<file path="src/rtl/iics_pkg.sv">
package iics_pkg;

   localparam int CAPACITY_DEF = 16;
   localparam int MAX_RESULTS = 17;

   localparam logic [2:0] REQ_ADD      = 3'd0;
   localparam logic [2:0] REQ_CONTAINS = 3'd1;
   localparam logic [2:0] REQ_COVERED  = 3'd2;
   localparam logic [2:0] REQ_LARGEST  = 3'd3;
   localparam logic [2:0] REQ_LIST     = 3'd4;
   localparam logic [2:0] REQ_CLEAR    = 3'd5;

   localparam logic [1:0] ST_OK  = 2'd0;
   localparam logic [1:0] ST_BAD = 2'd1;

   localparam logic [31:0] WORD_MAX = 32'hFFFF_FFFF;

   localparam logic [4:0] C_NONE    = 5'd0;
   localparam logic [4:0] C_LOAD    = 5'd1;
   localparam logic [4:0] C_START   = 5'd2;
   localparam logic [4:0] C_FIND    = 5'd3;
   localparam logic [4:0] C_SPAN    = 5'd4;
   localparam logic [4:0] C_MERGE   = 5'd5;
   localparam logic [4:0] C_COMPACT = 5'd6;
   localparam logic [4:0] C_CEND    = 5'd7;
   localparam logic [4:0] C_NEWSUM  = 5'd8;
   localparam logic [4:0] C_JSCAN   = 5'd9;
   localparam logic [4:0] C_JWRITE  = 5'd10;
   localparam logic [4:0] C_INSST   = 5'd11;
   localparam logic [4:0] C_INSSH   = 5'd12;
   localparam logic [4:0] C_INSWR   = 5'd13;
   localparam logic [4:0] C_OK      = 5'd14;
   localparam logic [4:0] C_BAD     = 5'd15;
   localparam logic [4:0] C_CLEAR   = 5'd16;
   localparam logic [4:0] C_QSCAN   = 5'd17;
   localparam logic [4:0] C_QTAIL   = 5'd18;
   localparam logic [4:0] C_QFINAL  = 5'd19;

   typedef struct packed {
      logic [4:0] code;
   } cmd_type;

   typedef struct packed {
      logic [2:0] op;
      logic       add_ok;
      logic       find_more;
      logic       span_more;
      logic       span_any;
      logic       full;
      logic       idx_lt;
      logic       ins_more;
      logic       swallowed;
      logic       hold;
      logic       out_free;
   } stat_type;

endpackage

</file>
<file path="src/rtl/iics_ctrl.sv">
module iics_ctrl (
   input  logic               clock,
   input  logic               reset,
   input  logic               req_valid,
   output logic               req_stall,
   input  iics_pkg::stat_type stat,
   output iics_pkg::cmd_type  cmd
);

   localparam logic [4:0] S_IDLE    = 5'd0;
   localparam logic [4:0] S_START   = 5'd1;
   localparam logic [4:0] S_FIND    = 5'd2;
   localparam logic [4:0] S_SPAN    = 5'd3;
   localparam logic [4:0] S_MERGE   = 5'd4;
   localparam logic [4:0] S_COMPACT = 5'd5;
   localparam logic [4:0] S_CEND    = 5'd6;
   localparam logic [4:0] S_NEWSUM  = 5'd7;
   localparam logic [4:0] S_JSCAN   = 5'd8;
   localparam logic [4:0] S_JWRITE  = 5'd9;
   localparam logic [4:0] S_FIND2   = 5'd10;
   localparam logic [4:0] S_INSST   = 5'd11;
   localparam logic [4:0] S_INSSH   = 5'd12;
   localparam logic [4:0] S_INSWR   = 5'd13;
   localparam logic [4:0] S_OK      = 5'd14;
   localparam logic [4:0] S_BAD     = 5'd15;
   localparam logic [4:0] S_CLEAR   = 5'd16;
   localparam logic [4:0] S_QSCAN   = 5'd17;
   localparam logic [4:0] S_QTAIL   = 5'd18;
   localparam logic [4:0] S_QFINAL  = 5'd19;

   logic [4:0] state_ff, state_in;
   logic       join_ff, join_in;

   assign req_stall = (state_ff != S_IDLE);

   always_comb begin
      state_in = state_ff;
      join_in  = join_ff;
      cmd.code = iics_pkg::C_NONE;
      case (state_ff)
         S_IDLE: begin
            if (req_valid) begin
               cmd.code = iics_pkg::C_LOAD;
               state_in = S_START;
            end
         end
         S_START: begin
            cmd.code = iics_pkg::C_START;
            join_in  = 1'b0;
            case (stat.op)
               iics_pkg::REQ_ADD:   state_in = stat.add_ok ? S_FIND : S_BAD;
               iics_pkg::REQ_CLEAR: state_in = S_CLEAR;
               iics_pkg::REQ_CONTAINS, iics_pkg::REQ_COVERED,
               iics_pkg::REQ_LARGEST, iics_pkg::REQ_LIST: state_in = S_QSCAN;
               default: state_in = S_BAD;
            endcase
         end
         S_FIND: begin
            cmd.code = iics_pkg::C_FIND;
            if (!stat.find_more) state_in = S_SPAN;
         end
         S_SPAN: begin
            cmd.code = iics_pkg::C_SPAN;
            if (!stat.span_more) state_in = stat.span_any ? S_MERGE : S_NEWSUM;
         end
         S_MERGE: begin
            cmd.code = iics_pkg::C_MERGE;
            state_in = S_COMPACT;
         end
         S_COMPACT: begin
            cmd.code = iics_pkg::C_COMPACT;
            if (!stat.idx_lt) state_in = S_CEND;
         end
         S_CEND: begin
            cmd.code = iics_pkg::C_CEND;
            state_in = join_ff ? S_FIND2 : S_OK;
         end
         S_NEWSUM: begin
            cmd.code = iics_pkg::C_NEWSUM;
            state_in = stat.full ? S_JSCAN : S_INSST;
         end
         S_JSCAN: begin
            cmd.code = iics_pkg::C_JSCAN;
            if (!stat.idx_lt) state_in = S_JWRITE;
         end
         S_JWRITE: begin
            cmd.code = iics_pkg::C_JWRITE;
            join_in  = 1'b1;
            state_in = S_COMPACT;
         end
         S_FIND2: begin
            cmd.code = iics_pkg::C_FIND;
            if (!stat.find_more) state_in = stat.swallowed ? S_OK : S_INSST;
         end
         S_INSST: begin
            cmd.code = iics_pkg::C_INSST;
            state_in = S_INSSH;
         end
         S_INSSH: begin
            cmd.code = iics_pkg::C_INSSH;
            if (!stat.ins_more) state_in = S_INSWR;
         end
         S_INSWR: begin
            cmd.code = iics_pkg::C_INSWR;
            state_in = S_OK;
         end
         S_OK: begin
            cmd.code = iics_pkg::C_OK;
            if (stat.out_free) state_in = S_IDLE;
         end
         S_BAD: begin
            cmd.code = iics_pkg::C_BAD;
            if (stat.out_free) state_in = S_IDLE;
         end
         S_CLEAR: begin
            cmd.code = iics_pkg::C_CLEAR;
            state_in = S_OK;
         end
         S_QSCAN: begin
            cmd.code = iics_pkg::C_QSCAN;
            if (!stat.idx_lt && !stat.hold) state_in = S_QTAIL;
         end
         S_QTAIL: begin
            cmd.code = iics_pkg::C_QTAIL;
            if (!stat.hold) state_in = S_QFINAL;
         end
         S_QFINAL: begin
            cmd.code = iics_pkg::C_QFINAL;
            if (stat.out_free) state_in = S_IDLE;
         end
         default: state_in = S_IDLE;
      endcase
   end

   always_ff @(posedge clock) begin
      if (reset) begin
         state_ff <= S_IDLE;
         join_ff  <= 1'b0;
      end else begin
         state_ff <= state_in;
         join_ff  <= join_in;
      end
   end

endmodule

</file>
<file path="src/rtl/iics_dpath.sv">
module iics_dpath #(
   parameter int CAPACITY = iics_pkg::CAPACITY_DEF
) (
   input  logic               clock,
   input  logic               reset,
   input  iics_pkg::cmd_type  cmd,
   output iics_pkg::stat_type stat,
   input  logic [2:0]         req_type,
   input  logic [31:0]        req_lo_index,
   input  logic [31:0]        req_hi_index,
   input  logic [4:0]         req_max_gaps,
   output logic               rsp_valid,
   input  logic               rsp_stall,
   output logic [1:0]         rsp_status,
   output logic               rsp_hit,
   output logic [32:0]        rsp_amount,
   output logic [31:0]        rsp_gap_first,
   output logic [31:0]        rsp_gap_last,
   output logic               rsp_gap_valid,
   output logic               rsp_last_of_run,
   output logic [32:0]        rsp_covered_total,
   output logic               rsp_overflowed,
   output logic [31:0]        rsp_dropped_count,
   output logic [31:0]        rsp_bound_low,
   output logic [31:0]        rsp_bound_high
);

   localparam int CW = $clog2(CAPACITY + 1);
   localparam int IW = $clog2(CAPACITY);

   logic [31:0] first_ff [CAPACITY];
   logic [31:0] last_ff  [CAPACITY];

   logic [2:0]  op_ff;
   logic [31:0] lo_ff, hi_ff;
   logic [4:0]  limit_ff;
   logic [CW-1:0] count_ff, idx_ff, pos_ff, wp_ff, best_ff;
   logic [31:0] mf_ff, ml_ff, prevlast_ff, pend_f_ff, pend_l_ff;
   logic [32:0] before_ff, bestgap_ff, cursor_ff, largest_ff, acc_ff;
   logic [32:0] sum_ff;
   logic [31:0] drop_ff, min_ff, max_ff;
   logic        flag_ff, seen_ff, hit_ff, pend_v_ff;
   logic [4:0]  n_ff;
   logic        rsp_valid_ff;

   logic [CW-1:0] rd_sel;
   logic [IW-1:0] rd_addr, wa;
   logic [31:0]   rd_f, rd_l, wdf, wdl;
   logic          wf_en, wl_en;

   logic idx_lt, find_more, span_more, win_ok, listing, n_ok, act, sc_found, tl_found;
   logic found, hold, out_free, out_load;
   logic [32:0] sc_gap, tl_gap, new_cursor;
   logic [31:0] ov_l, ov_h, jgap;

   logic [1:0]  o_status;
   logic        o_hit, o_gv, o_last;
   logic [32:0] o_amount;
   logic [31:0] o_gf, o_gl;

   assign rd_sel  = (cmd.code == iics_pkg::C_INSSH) ? idx_ff - 1'b1 : idx_ff;
   assign rd_addr = rd_sel[IW-1:0];
   assign rd_f    = first_ff[rd_addr];
   assign rd_l    = last_ff[rd_addr];

   assign idx_lt    = idx_ff < count_ff;
   assign find_more = idx_lt && ({1'b0, rd_l} + 33'd1 < {1'b0, lo_ff});
   assign span_more = idx_lt && ({1'b0, rd_f} <= {1'b0, hi_ff} + 33'd1);
   assign win_ok    = lo_ff <= hi_ff;
   assign listing   = op_ff == iics_pkg::REQ_LIST;
   assign n_ok      = !listing || (n_ff < limit_ff);
   assign act       = win_ok && n_ok && (rd_l >= lo_ff) && (rd_f <= hi_ff);
   assign sc_found  = act && ({1'b0, rd_f} > cursor_ff);
   assign sc_gap    = {1'b0, rd_f} - cursor_ff;
   assign tl_found  = win_ok && (cursor_ff <= {1'b0, hi_ff}) && n_ok;
   assign tl_gap    = {1'b0, hi_ff} - cursor_ff + 33'd1;
   assign new_cursor = {1'b0, rd_l} + 33'd1;
   assign ov_l      = (rd_f > lo_ff) ? rd_f : lo_ff;
   assign ov_h      = (rd_l < hi_ff) ? rd_l : hi_ff;
   assign jgap      = rd_f - prevlast_ff;

   assign found = ((cmd.code == iics_pkg::C_QSCAN) && idx_lt && sc_found) ||
                  ((cmd.code == iics_pkg::C_QTAIL) && tl_found);
   assign out_free = !rsp_valid_ff || !rsp_stall;
   assign hold     = found && listing && pend_v_ff && !out_free;

   assign stat.op        = op_ff;
   assign stat.add_ok    = win_ok;
   assign stat.find_more = find_more;
   assign stat.span_more = span_more;
   assign stat.span_any  = idx_ff != pos_ff;
   assign stat.full      = count_ff >= CW'(CAPACITY);
   assign stat.idx_lt    = idx_lt;
   assign stat.ins_more  = idx_ff > pos_ff;
   assign stat.swallowed = idx_lt && (rd_f <= lo_ff);
   assign stat.hold      = hold;
   assign stat.out_free  = out_free;

   always_comb begin
      wf_en = 1'b0;
      wl_en = 1'b0;
      wa    = pos_ff[IW-1:0];
      wdf   = rd_f;
      wdl   = rd_l;
      case (cmd.code)
         iics_pkg::C_MERGE: begin
            wf_en = 1'b1; wl_en = 1'b1; wdf = mf_ff; wdl = ml_ff;
         end
         iics_pkg::C_COMPACT: begin
            wf_en = idx_lt; wl_en = idx_lt; wa = wp_ff[IW-1:0];
         end
         iics_pkg::C_JWRITE: begin
            wl_en = 1'b1; wa = best_ff[IW-1:0];
         end
         iics_pkg::C_INSSH: begin
            wf_en = stat.ins_more; wl_en = stat.ins_more; wa = idx_ff[IW-1:0];
         end
         iics_pkg::C_INSWR: begin
            wf_en = 1'b1; wl_en = 1'b1; wdf = lo_ff; wdl = hi_ff;
         end
         default: ;
      endcase
   end

   always_comb begin
      out_load = 1'b0;
      o_status = iics_pkg::ST_OK;
      o_hit    = 1'b0;
      o_amount = '0;
      o_gf     = '0;
      o_gl     = '0;
      o_gv     = 1'b0;
      o_last   = 1'b1;
      case (cmd.code)
         iics_pkg::C_OK: out_load = out_free;
         iics_pkg::C_BAD: begin
            out_load = out_free;
            o_status = iics_pkg::ST_BAD;
         end
         iics_pkg::C_QSCAN, iics_pkg::C_QTAIL: begin
            out_load = found && listing && pend_v_ff && out_free;
            o_gf     = pend_f_ff;
            o_gl     = pend_l_ff;
            o_gv     = 1'b1;
            o_last   = 1'b0;
         end
         iics_pkg::C_QFINAL: begin
            out_load = out_free;
            case (op_ff)
               iics_pkg::REQ_CONTAINS: o_hit = hit_ff;
               iics_pkg::REQ_COVERED:  o_amount = acc_ff;
               iics_pkg::REQ_LARGEST:
                  o_amount = largest_ff[32] ? {1'b0, iics_pkg::WORD_MAX} : largest_ff;
               default: begin
                  o_gf = pend_v_ff ? pend_f_ff : 32'd0;
                  o_gl = pend_v_ff ? pend_l_ff : 32'd0;
                  o_gv = pend_v_ff;
               end
            endcase
         end
         default: ;
      endcase
   end

   always_ff @(posedge clock) begin
      if (wf_en) first_ff[wa] <= wdf;
      if (wl_en) last_ff[wa]  <= wdl;
   end

   always_ff @(posedge clock) begin
      if (reset) begin
         count_ff     <= '0;
         sum_ff       <= '0;
         drop_ff      <= '0;
         flag_ff      <= 1'b0;
         seen_ff      <= 1'b0;
         min_ff       <= '0;
         max_ff       <= '0;
         pend_v_ff    <= 1'b0;
         n_ff         <= '0;
         rsp_valid_ff <= 1'b0;
      end else begin
         if (out_load) begin
            rsp_valid_ff      <= 1'b1;
            rsp_status        <= o_status;
            rsp_hit           <= o_hit;
            rsp_amount        <= o_amount;
            rsp_gap_first     <= o_gf;
            rsp_gap_last      <= o_gl;
            rsp_gap_valid     <= o_gv;
            rsp_last_of_run   <= o_last;
            rsp_covered_total <= sum_ff;
            rsp_overflowed    <= flag_ff;
            rsp_dropped_count <= drop_ff;
            rsp_bound_low     <= min_ff;
            rsp_bound_high    <= max_ff;
         end else if (!rsp_stall) begin
            rsp_valid_ff <= 1'b0;
         end
         case (cmd.code)
            iics_pkg::C_LOAD: begin
               op_ff    <= req_type;
               lo_ff    <= req_lo_index;
               hi_ff    <= req_hi_index;
               limit_ff <= (req_max_gaps > 5'(iics_pkg::MAX_RESULTS)) ?
                           5'(iics_pkg::MAX_RESULTS) : req_max_gaps;
            end
            iics_pkg::C_START: begin
               idx_ff     <= '0;
               cursor_ff  <= {1'b0, lo_ff};
               largest_ff <= '0;
               n_ff       <= '0;
               pend_v_ff  <= 1'b0;
               acc_ff     <= '0;
               hit_ff     <= 1'b0;
               if (op_ff == iics_pkg::REQ_ADD && win_ok) begin
                  seen_ff <= 1'b1;
                  if (!seen_ff || lo_ff < min_ff) min_ff <= lo_ff;
                  if (!seen_ff || hi_ff > max_ff) max_ff <= hi_ff;
               end
            end
            iics_pkg::C_FIND: begin
               if (find_more) begin
                  idx_ff <= idx_ff + 1'b1;
               end else begin
                  pos_ff    <= idx_ff;
                  mf_ff     <= lo_ff;
                  ml_ff     <= hi_ff;
                  before_ff <= '0;
               end
            end
            iics_pkg::C_SPAN: begin
               if (span_more) begin
                  if (rd_f < mf_ff) mf_ff <= rd_f;
                  if (rd_l > ml_ff) ml_ff <= rd_l;
                  before_ff <= before_ff + ({1'b0, rd_l} - {1'b0, rd_f} + 33'd1);
                  idx_ff    <= idx_ff + 1'b1;
               end
            end
            iics_pkg::C_MERGE: begin
               sum_ff <= sum_ff + ({1'b0, ml_ff} - {1'b0, mf_ff} + 33'd1) - before_ff;
               wp_ff  <= pos_ff + 1'b1;
            end
            iics_pkg::C_COMPACT: begin
               if (idx_lt) begin
                  idx_ff <= idx_ff + 1'b1;
                  wp_ff  <= wp_ff + 1'b1;
               end
            end
            iics_pkg::C_CEND: begin
               count_ff <= wp_ff;
               idx_ff   <= '0;
            end
            iics_pkg::C_NEWSUM: begin
               sum_ff     <= sum_ff + ({1'b0, hi_ff} - {1'b0, lo_ff} + 33'd1);
               idx_ff     <= '0;
               bestgap_ff <= '1;
               best_ff    <= '0;
            end
            iics_pkg::C_JSCAN: begin
               if (idx_lt) begin
                  if (idx_ff != '0 && {1'b0, jgap} < bestgap_ff) begin
                     best_ff    <= idx_ff - 1'b1;
                     bestgap_ff <= {1'b0, jgap};
                  end
                  prevlast_ff <= rd_l;
                  idx_ff      <= idx_ff + 1'b1;
               end else begin
                  idx_ff <= best_ff + 1'b1;
               end
            end
            iics_pkg::C_JWRITE: begin
               wp_ff   <= best_ff + 1'b1;
               idx_ff  <= best_ff + CW'(2);
               flag_ff <= 1'b1;
               if (drop_ff != iics_pkg::WORD_MAX) drop_ff <= drop_ff + 1'b1;
            end
            iics_pkg::C_INSST: idx_ff <= count_ff;
            iics_pkg::C_INSSH: begin
               if (stat.ins_more) idx_ff <= idx_ff - 1'b1;
            end
            iics_pkg::C_INSWR: count_ff <= count_ff + 1'b1;
            iics_pkg::C_CLEAR: begin
               count_ff <= '0;
               sum_ff   <= '0;
               drop_ff  <= '0;
               flag_ff  <= 1'b0;
               seen_ff  <= 1'b0;
               min_ff   <= '0;
               max_ff   <= '0;
            end
            iics_pkg::C_QSCAN: begin
               if (idx_lt && !hold) begin
                  if (lo_ff >= rd_f && lo_ff <= rd_l) hit_ff <= 1'b1;
                  if (win_ok && ov_l <= ov_h)
                     acc_ff <= acc_ff + ({1'b0, ov_h} - {1'b0, ov_l} + 33'd1);
                  if (act && new_cursor > cursor_ff) cursor_ff <= new_cursor;
                  if (sc_found) begin
                     if (sc_gap > largest_ff) largest_ff <= sc_gap;
                     if (listing) begin
                        pend_v_ff <= 1'b1;
                        pend_f_ff <= cursor_ff[31:0];
                        pend_l_ff <= rd_f - 32'd1;
                        n_ff      <= n_ff + 1'b1;
                     end
                  end
                  idx_ff <= idx_ff + 1'b1;
               end
            end
            iics_pkg::C_QTAIL: begin
               if (!hold && tl_found) begin
                  if (tl_gap > largest_ff) largest_ff <= tl_gap;
                  if (listing) begin
                     pend_v_ff <= 1'b1;
                     pend_f_ff <= cursor_ff[31:0];
                     pend_l_ff <= hi_ff;
                     n_ff      <= n_ff + 1'b1;
                  end
               end
            end
            default: ;
         endcase
      end
   end

   assign rsp_valid = rsp_valid_ff;

   a_count_bound: assert property (@(posedge clock) disable iff (reset)
      count_ff <= CW'(CAPACITY))
      else $error("interval count above capacity");

   a_load_free: assert property (@(posedge clock) disable iff (reset)
      out_load |-> out_free)
      else $error("response overwritten while stalled");

   a_insert_grows: assert property (@(posedge clock) disable iff (reset)
      (cmd.code == iics_pkg::C_INSWR) |=> count_ff == CW'($past(count_ff) + 1'b1))
      else $error("insert did not grow the list");

   a_pend_counted: assert property (@(posedge clock) disable iff (reset)
      pend_v_ff |-> n_ff != 5'd0)
      else $error("pending gap not counted");

endmodule

</file>
<file path="src/rtl/index_interval_coverage_set_unit.sv">
// Sorted interval set with coverage queries.
// Request channel (req_valid/req_stall): req_type selects add, contains,
// covered count, largest gap, list gaps or clear; lo/hi give the interval,
// window or test index, max_gaps caps the gap listing.
// Response channel (rsp_valid/rsp_stall): one response per request, except
// list gaps: one response per gap, last_of_run on the final, or one if none.
// Every response carries the state totals after the request.
// One request is worked at a time; req_stall is high from acceptance until
// the final response is loaded into the output register, and the next
// request can be taken in the following cycle.
// A query scans one stored interval per cycle unless a listing holds its
// scan; an add searches for its place and spans the intervals it touches,
// then merges them and compacts the list, or inserts a new entry. An add
// into a full list adds a closest-pair scan, a compaction and a second
// search; the default capacity is 16.
// The response register holds while rsp_stall is high; a listing pauses
// its scan when a second gap is found before the first has been taken.
// Reset empties the list and clears totals, flags and bounds; the interval
// storage itself is not cleared.
module index_interval_coverage_set_unit #(
   parameter int CAPACITY = iics_pkg::CAPACITY_DEF
) (
   input  logic        clock,
   input  logic        reset,
   input  logic        req_valid,
   output logic        req_stall,
   input  logic [2:0]  req_type,
   input  logic [31:0] req_lo_index,
   input  logic [31:0] req_hi_index,
   input  logic [4:0]  req_max_gaps,
   output logic        rsp_valid,
   input  logic        rsp_stall,
   output logic [1:0]  rsp_status,
   output logic        rsp_hit,
   output logic [32:0] rsp_amount,
   output logic [31:0] rsp_gap_first,
   output logic [31:0] rsp_gap_last,
   output logic        rsp_gap_valid,
   output logic        rsp_last_of_run,
   output logic [32:0] rsp_covered_total,
   output logic        rsp_overflowed,
   output logic [31:0] rsp_dropped_count,
   output logic [31:0] rsp_bound_low,
   output logic [31:0] rsp_bound_high
);

   iics_pkg::cmd_type  cmd;
   iics_pkg::stat_type stat;

   iics_ctrl u_ctrl (
      .clock     (clock),
      .reset     (reset),
      .req_valid (req_valid),
      .req_stall (req_stall),
      .stat      (stat),
      .cmd       (cmd)
   );

   iics_dpath #(.CAPACITY(CAPACITY)) u_dpath (
      .clock             (clock),
      .reset             (reset),
      .cmd               (cmd),
      .stat              (stat),
      .req_type          (req_type),
      .req_lo_index      (req_lo_index),
      .req_hi_index      (req_hi_index),
      .req_max_gaps      (req_max_gaps),
      .rsp_valid         (rsp_valid),
      .rsp_stall         (rsp_stall),
      .rsp_status        (rsp_status),
      .rsp_hit           (rsp_hit),
      .rsp_amount        (rsp_amount),
      .rsp_gap_first     (rsp_gap_first),
      .rsp_gap_last      (rsp_gap_last),
      .rsp_gap_valid     (rsp_gap_valid),
      .rsp_last_of_run   (rsp_last_of_run),
      .rsp_covered_total (rsp_covered_total),
      .rsp_overflowed    (rsp_overflowed),
      .rsp_dropped_count (rsp_dropped_count),
      .rsp_bound_low     (rsp_bound_low),
      .rsp_bound_high    (rsp_bound_high)
   );

endmodule

</file>
<file path="config.mk">
export PLATFORM = sky130hd
export DESIGN_NAME = index_interval_coverage_set_unit
export DESIGN_NICKNAME = d
export VERILOG_FILES = /design/src/rtl/iics_pkg.sv /design/src/rtl/iics_ctrl.sv /design/src/rtl/iics_dpath.sv /design/src/rtl/index_interval_coverage_set_unit.sv
export SDC_FILE = /design/constraint.sdc
export NUM_CORES = 2
export LEC_CHECK = 0
export ABC_AREA = 1
export ABC_CLOCK_PERIOD_IN_PS = 15950
export BUFFER_PORTS_ARGS = -buffer_cell sky130_fd_sc_hd__buf_2
export CORE_MARGIN = 5
export CORE_UTILIZATION = 50
export DETAILED_ROUTE_END_ITERATION = 10
export GPL_ROUTABILITY_DRIVEN = 0
export PLACE_DENSITY_LB_ADDON = 0.05
export SYNTH_ARGS = -nofsm -noshare
export SYNTH_HDL_FRONTEND = slang
export SYNTH_SLANG_ARGS = --single-unit
export TNS_END_PERCENT = 30
</file>
<file path="constraint.sdc">
create_clock -name clock -period 15.95 [get_ports clock]
set_input_delay 2.3925 -clock clock [delete_from_list [all_inputs] [get_ports clock]]
set_output_delay 2.3925 -clock clock [all_outputs]
set_load 0.02 [all_outputs]
</file>
==> results.json <==
{
  "outcome": "complete, but fails checks",
  "violations": "max-capacitance violations, max-slew violations",
  "yosys.area.top_type_share": 0.4792,
  "yosys.cell_types.count": 70,
  "viasPerCell": 6.064,
  "ys_ff_latch": 1822,
  "drv_slew": 2,
  "grt_max_degree": 189,
  "die_h_um": 467.9,
  "postCtsSetupRepairBufs": 0,
  "yosys-top-cells-area": "edfxtp_1 (48%), ha_1 (10%), nand2_1 (6.8%), inv_1 (4.6%), a21oi_1 (4.2%)",
  "criticalPathCategory": "reg2reg",
  "clk_pin_slew_worst_paths_ns": 0.07,
  "synthSimpleGateAreaFrac": 0.1592,
  "drive_gt1_frac": 0.09544,
  "wire_per_inst_um": 27.90,
  "synth_xor_area_frac": 0.01462,
  "synth_top_family_by_area": "simple AND/OR/NAND/NOR gates",
  "yosysWarnings": 0,
  "setup_viol": 0,
  "r2r_start": "u_ctrl.state_ff[2]",
  "reg2regPathDepth": 40,
  "cap_violations": 2,
  "synth_compound_area_frac": 0.1206,
  "cts_hold_buf": 0,
  "place_hpwl_um": 278900,
  "path_depth": 40,
  "initial_utilization": 0.5013,
  "grtUsageTotal": 0.3531,
  "tightest_slew_ns": 1.575,
  "pin_count": 310,
  "syn_to_final_growth_pct": 11.88,
  "place_ws_ns": 4.944,
  "slew_headroom": -0.06131,
  "slowest_stage": "nor4_1",
  "max_freq_mhz": 85.93,
  "grt_pass1_vias": 80820,
  "synthArstFlopShare": 0,
  "synth_area_leader_cell": "edfxtp_1",
  "die_w_um": 467.9,
  "rrSetupSlack_ns": 4.31,
  "crit_path_end": "u_dpath.acc_ff[28]",
  "coreArea_sq_um": 209200,
  "gr-total-overflow": 0,
  "num_rows": 168,
  "cts_root_buf": "clkbuf_16",
  "path_delay_family": "simple AND/OR/NAND/NOR gates",
  "cpPeakStageDelay_ns": 0.75,
  "finalInstanceArea_sq_um": 117300,
  "dieArea_sq_um": 218900,
  "ys_seq_area_frac": 0.5076,
  "ctsResizeCount": 0,
  "cp.arrival_ns": 12.31,
  "path_max_fanout": 120,
  "grt_pass1_wl_um": 561300,
  "yosys-top-cells-count": "nand2_1 (1906), edfxtp_1 (1673), inv_1 (1271), a21oi_1 (884), ha_1 (840)",
  "period_share": 0.7296,
  "netlist_area_sq_um": 104800,
  "cp-startpoint": "u_ctrl.state_ff[2]",
  "portBuffers": 308,
  "clockBufferDepth": 3,
  "cts_htree_levels": 4,
  "drc": 0,
  "cts_sinks": 1822,
  "synth_cells": 10820,
  "antenna_found_initial": 20,
  "drt_wl_total_um": 396100,
  "path_buf_inv": 8,
  "cp-end-kind": "flip-flop",
  "synth.most_common_cell": "nand2_1",
  "final_nets": 12290,
  "synthFlopType": "edfxtp_1",
  "post_dp_cell_area_sq_um": 110400,
  "crit_path_start_kind": "flip-flop",
  "synth_edf_count": 1673,
  "ant_nets": 0,
  "r2r-end": "u_dpath.acc_ff[28]",
  "numCtsBuffers": 197,
  "num_vias": 86100,
  "drt_iter0_drc": 11070,
  "synth_fp_nets": 11900,
  "synth_mux_area_frac": 0,
  "cts_tree": "yes",
  "period_needed_ns": 11.64,
  "fin_skew_ns": 0.07652,
  "setup-tns-final_ns": 0,
  "clk_latency_ns": 0.90,
  "drtPass1Iterations": 8,
  "final_core_util": 0.5608,
  "worstPathRequired_ns": 16.63,
  "rsz0062_at_grt": "false",
  "hold_viol_final": 0,
  "hold_class": "reg2reg",
  "fin_ws_ns": 4.313,
  "avgSynthCellArea_sq_um": 9.693,
  "synth_fa_ha_area_frac": 0.1316
}
final cells by class:
class | instances | area (sq um)
diodes | 13 | 32.53
clock buffers | 238 | 5185
clock inverters | 127 | 1647
fillers | 18280 | 91850
inverters | 1307 | 4923
multi-input cells | 7308 | 45200
flip-flops and latches | 1822 | 53220
well taps | 2805 | 3510
repair buffers | 577 | 3586
how the worst min path moves through the flow:
stage,from,end,cells past startpoint
6_report,u_dpath.max_ff[7],u_dpath.rsp_bound_high[7],0
5_1_grt,u_dpath.max_ff[12],u_dpath.rsp_bound_high[12],0
4_1_cts,u_dpath.max_ff[5],u_dpath.rsp_bound_high[5],0
3_5_place_dp,u_dpath.max_ff[5],u_dpath.rsp_bound_high[5],0
3_3_place_gp,u_dpath.max_ff[25],u_dpath.rsp_bound_high[25],0
2_1_floorplan,u_dpath.max_ff[10],u_dpath.rsp_bound_high[10],0
stage by stage:
| step | hold slack, ns | instances |
|---|---|---|
| floorplan | 0.4082 | 10820 |
| detailed placement | 0.4132 | 13820 |
| finish | 0.4273 | 14200 |
| CTS | 0.4267 | 14180 |
| global placement | 0.4164 | 13820 |
| global route | 0.4453 | 14190 |
worst reg2reg max path, delay by kind of cell, from the launching register on:
family,cells,cell delay [ns]
buf+inv,8,3.81
fa+ha+maj,3,0.94
simple gates,21,4.37
flops,1,0.43
compound gates,8,1.91
placed cells by master, fill, tap and decap left out, types with 198 or more instances in the layout:
cell	synthesis	routed
clkbuf_16	0	198
nand2_1	1906	1902
o21ai_0	729	728
inv_1	1271	1267
nor2_1	793	764
buf_2	98	308
nand3_1	758	758
edfxtp_1	1673	1673
ha_1	840	840
a21oi_1	884	882
buf_4	52	267
logic make-up after synthesis:
kind of cell,after synthesis
adders and majority gates,1004
AOI/OAI and AO/OA,2226
xor gates and xnor gates,175
and+or+nand+nor,3902
DFF,1822
other,1
buffers and inverters,1686
per-layer routing:
metal  global-route usage  share of wire  vias up
li1                     -              -    38540
met1               0.4661           0.38    41600
met2               0.5407           0.44     4841
met3              0.07282           0.10     1101
met4               0.2077          0.072       14
met5                    0        0.00027        -
flip-flops by register name, summed over array words and instances, names as in the netlist, 33 cells and up:
name,cells
u_dpath.rsp_covered_total,33
u_dpath.before_ff,33
u_dpath.first_ff,512
u_dpath.largest_ff,33
u_dpath.acc_ff,33
u_dpath.cursor_ff,33
u_dpath.sum_ff,33
u_dpath.bestgap_ff,33
u_dpath.rsp_amount,33
u_dpath.last_ff,512
Power is left out: the tool's default activity adds up to more than one toggle a clock period on the data nets, which glitch-free logic cannot reach.
